==> config.mk <==
export PLATFORM = sky130hd
export DESIGN_NAME = sst_cmp
export DESIGN_NICKNAME = d
export VERILOG_FILES = /design/src/hdl/sst_pkg.sv /design/src/hdl/sst_cmp.sv
export SDC_FILE = /design/constraint.sdc
export NUM_CORES = 1
export LEC_CHECK = 0
export BUFFER_PORTS_ARGS = -buffer_cell sky130_fd_sc_hd__buf_2
export CORE_ASPECT_RATIO = 0.75
export CORE_MARGIN = 5
export CORE_UTILIZATION = 42
export DETAILED_ROUTE_END_ITERATION = 12
export PLACE_DENSITY_LB_ADDON = 0.05
export SETUP_SLACK_MARGIN = 0.3
export SYNTH_ARGS = -nofsm -noshare
export SYNTH_HDL_FRONTEND = slang
export SYNTH_SLANG_ARGS = --single-unit
==> constraint.sdc <==
create_clock -name vclk -period 1.96
set_input_delay 0 -clock vclk [all_inputs]
set_output_delay 0 -clock vclk [all_outputs]
set_load 0.02 [all_outputs]
==> src/hdl/sst_pkg.sv <==
// shared types and constants for the sorted set table
// no dependencies; imported by every module of the block

package sst_pkg;

   // fixed port widths
   localparam int CNT_W  = 9;
   localparam int POS_W  = 8;
   localparam int OP_W   = 2;
   localparam int ITEM_W = 32;

   // parameter defaults and reset values
   localparam int CAPACITY_DEF    = 256;
   localparam int VALUE_WIDTH_DEF = 32;
   localparam logic [CNT_W-1:0] MAX_ITEMS_RST = 9'd150;

   // request operation codes
   typedef enum logic [OP_W-1:0] {
      OP_INSERT   = 2'd0,
      OP_ERASE    = 2'd1,
      OP_CONTAINS = 2'd2,
      OP_GET      = 2'd3
   } op_type;

   // result of the shared compare unit, stored word against key
   typedef struct packed {
      logic eq;   // stored word equals key
      logic lt;   // stored word below key
   } cmp_res_type;

endpackage

==> src/hdl/sst_cmp.sv <==
// shared magnitude compare unit used by every search step
// depends on sst_pkg for the compare result struct

module sst_cmp #(
   parameter int WIDTH = sst_pkg::VALUE_WIDTH_DEF
) (
   input  logic [WIDTH-1:0]   stored,
   input  logic [WIDTH-1:0]   key,
   output sst_pkg::cmp_res_type res
);
   import sst_pkg::*;

   // equality and unsigned less-than of the stored word
   always_comb begin
      res.eq = (stored == key);
      res.lt = (stored < key);
   end

endmodule
* Yosys cells after proc, flatten, opt, wreduce, memory -nomap -nowiden *
Cells that the tools add are included.
Widths: inputs -> output; s select.

cells by class
  $lt $le $gt $ge = 1
  equal/unequal tests = 1

operator list
  cell          number
  $eq 32x32->1  1
  $lt 32x32->1  1

storage, ports and cells
  flip-flop bits (word level) = 0
  word-level logic and storage cells = 2

* Logic depth before layout (Yosys ltp) *
  depth in word-level cells = 1
  mapped depth = 7
  depth with buffers taken out = 7

* Least setup slack after synthesis *
No wires, ideal clock.

  kind = input-to-output
  start = input key[13]
  end = output res[0] (netlist bit)
  required time = 1.960 ns
  arrival = 1.847 ns
  buffers on the path = 0
  slack = 0.113 ns
  stages on the path = 7
  path through = inv_1 > ha_1 > a21oi_1 > nor2_1 > a211o_1 > or4b_1 > a2111oi_2

RTL lines
  element          RTL line      source
  start, declared  sst_cmp.sv:8  input logic [WIDTH-1:0] key,
  end, declared    sst_cmp.sv:9  output sst_pkg::cmp_res_type res

==> results.md <==
GRT:
- The global-route wire length before repair is 3.44 mm.
- The number of antenna violations at the first check in global routing was 0.
- The via count of the first global-routing pass is 909.
- The largest net degree at the start of global routing is 4.
- The total overflow left after global routing is 0.
- Global routing used 15.3% of the available tracks across all layers.

Detailed routing:
- Using the TritonRoute via totals, the vias-per-cell ratio works out to 4.81.
- The average wire length per cell after detail routing is 11.4 um.
- For this block, the routed nets add up to 2.32 mm of wire.
- The total via count after detailed routing is 977.
- The violation count after the first detailed-routing iteration is 15.
- The number of nets still failing antenna checks after routing is 0.
- The DRC violation count after routing is 0.
- The first TritonRoute pass finished after 2 iterations.

Floorplanning:
- Once the floorplan was initialized, standard cells occupied 45.6% of the core.
- The number of primary I/O pins is 66.
- The height of the die is 48.0 um.
- The core region is 1770 um2.
- The row count is 13.
- The die is 60.7 um wide.
- The die covers 2910 um2.

Yosys:
- The number of warnings issued by yosys is 0.
- The combined area of all synthesized cells is 808 um2.
- Counting every net in the synthesized netlist gives 211.
- After synthesis, flip-flops and latches occupy 0% of the total area.
- The count of cell types in the netlist is 22.
- Counting every instance in the synthesized netlist gives 115.
- The synthesized area per cell is 7.03 um2.

Place:
- The worst slack at placement is 0.0930 ns.
- In this run the tool buffered the top-level ports with 66 buffer cells.
- The total half-perimeter wirelength after legalization and detailed placement is 1.94 mm.
- The routability congestion estimate is 0.689.

Timing:
- The setup slack of the critical path after layout is 0.194 ns.
- The worst path in the final design needs a cycle of 1.77 ns, including I/O delays and setup.
- The fmax is 0.566 GHz.
- The headroom to the max-slew limit is 76.9%.
- The final setup violation count is 0.
- After routing, the total negative slack on setup checks comes to 0 ns.
- Setup repair after global routing could not meet its margin everywhere.
- The count of endpoints failing hold in the final timing report is 0.
- The total count of max-transition violations in the final report came to 0.
- For the pin with the worst max-slew slack, the measured transition is 0.343 ns.
- The worst path uses 90.1% of the clock period.

Hold path:
- The launch instance of the worst min-delay path is stored[31].
- Along the worst hold path, the cell count comes to 4.
- The min-delay analysis places its worst path in the category input port to output pin.
- The worst hold path terminates at res[0].

Layout:
- The repair_antennas step left the layout with diodes totalling 0.
- Cells with a size suffix above 1 make up 44.2% of the layout.
- The sequential cell count of the final layout is 0.
- The count of nets after finishing is 279.
- The layout filler cell count is 153.
- The sequential standard cell area is 0 um2.
- The relative area change from synthesis to final layout is 59.8%.
- The clock buffers instantiated in the layout total 0.
- For this run, the share of the core covered by cells in the final layout is 72.8%.

Pwr:
- For this design the ratio of total power to cell area is 185 nW/um2.
- The maximum resistive drop on vdd is 0.000115 V.
- The standby leakage power is 0.000775 uW.

Setup path:
- The worst setup path is captured at an output pin.
- The critical-path maximum fanout is 2.
- Data on the critical path arrives at its endpoint at 1.77 ns.
- The critical path class is input port to output pin.
- The critical path data required time is 1.96 ns.
- The worst setup path is launched from an input port.

Run status:
- The run finished with clean final reports.

Flow run:
- Max-cap violations in this run came to 0.

CTS:
- The post-CTS setup buffer count is 0.
where the power goes:
group / switching [uW] / total, uW / leakage [uW] / internal (uW)
clock network: 0 / 0 / 0 / 0
registers: 0 / 0 / 0 / 0
logic: 109 / 239 / 0.000775 / 130
metrics by stage:
step | power [uW] | hold WS [ns] | area [um2] | std cells
2_1_floorplan | 121 | 0.231 | 825 | 115
3_3_place_gp | 204 | 0.458 | 1180 | 203
3_5_place_dp | 210 | 0.471 | 1180 | 203
4_1_cts | 236 | 0.470 | 1290 | 203
5_1_grt | 276 | 0.481 | 1290 | 203
6_report | 239 | 0.465 | 1290 | 203
worst max path at each step:
stage	from	endpoint	slack [ns]	cells after the start
finish	stored[13]	res[0]	0.19	8
global route	key[13]	res[0]	0.14	9
CTS	key[1]	res[0]	0.18	9
detailed placement	stored[13]	res[0]	0.09	8
global placement	stored[13]	res[0]	0.12	8
floorplan	key[13]	res[0]	0.30	7
timing repair:
| action | CTS | global route |
|---|---|---|
| hold buffers | 0 | 0 |
| pin swaps | 9 | 1 |
| endpoints found under the hold margin | 0 | 0 |
| gates resized for setup | 14 | 0 |
| endpoints found under the setup margin | 1 | 1 |
cells by family (layout without fill, tap and decap cells):
family                   count (synthesis)  after routing  share of synthesized area (%)
AO/OA/AOI/OAI                           22             22                           17.0
adder cells (fa/ha/maj)                 32             32                           49.5
buffers and inverters                   32             98                           14.9
AND/OR/NAND/NOR                         29             29                           18.6
routing by layer:
| layer | wire length, um | share of wire (%) | GRT usage [%] | vias up |
|---|---|---|---|---|
| met2 | 1150 | 49 | 33.0 | 43 |
| li1 | - | - | - | 528 |
| met4 | 0 | 0 | 0.866 | 0 |
| met3 | 265 | 11 | 2.43 | 0 |
| met1 | 906 | 39 | 16.3 | 406 |
| met5 | 0 | 0 | 0 | - |
cell usage in the layout, fill, tap and decap left out, types with 2 or more instances in the layout:
cell type and instances:
buf_2 64, and4_1 2, nand4_1 4, inv_1 30, o21ai_0 3, ha_4 7, nor2_1 6, nand3_1 2
a21oi_1 10, ha_1 25, nor2b_1 2, nand2_1 9
final cells by class:
type / count / area [um2] / area share, %
Inverter: 32 / 123 / 9.50
Multi-Input combinational cell: 83 / 802 / 62.1
Tap cell: 22 / 27.5 / 2.13
Timing Repair Buffer: 66 / 339 / 26.3
cells in the mapped netlist, drive strengths merged, types with 2 or more instances:
cell type / count / area (um2)
nand4: 4 / 25.0
inv: 32 / 120
a21oi: 11 / 55.1
nor2b: 2 / 12.5
o21ai: 4 / 20.0
nand3: 2 / 10.0
nor2: 6 / 22.5
ha: 32 / 400
and4: 2 / 17.5
nand2: 10 / 40.0
critical path, cell delays in order:
cell and delay [ns]:
buf_2 0.11, ha_4 0.24, a21oi_2 0.13, nor2_1 0.07, a211o_1 0.24, or4b_4 0.50, a2111oi_4 0.29, buf_4 0.19
Note: power is estimated with default switching activity, not from simulation.
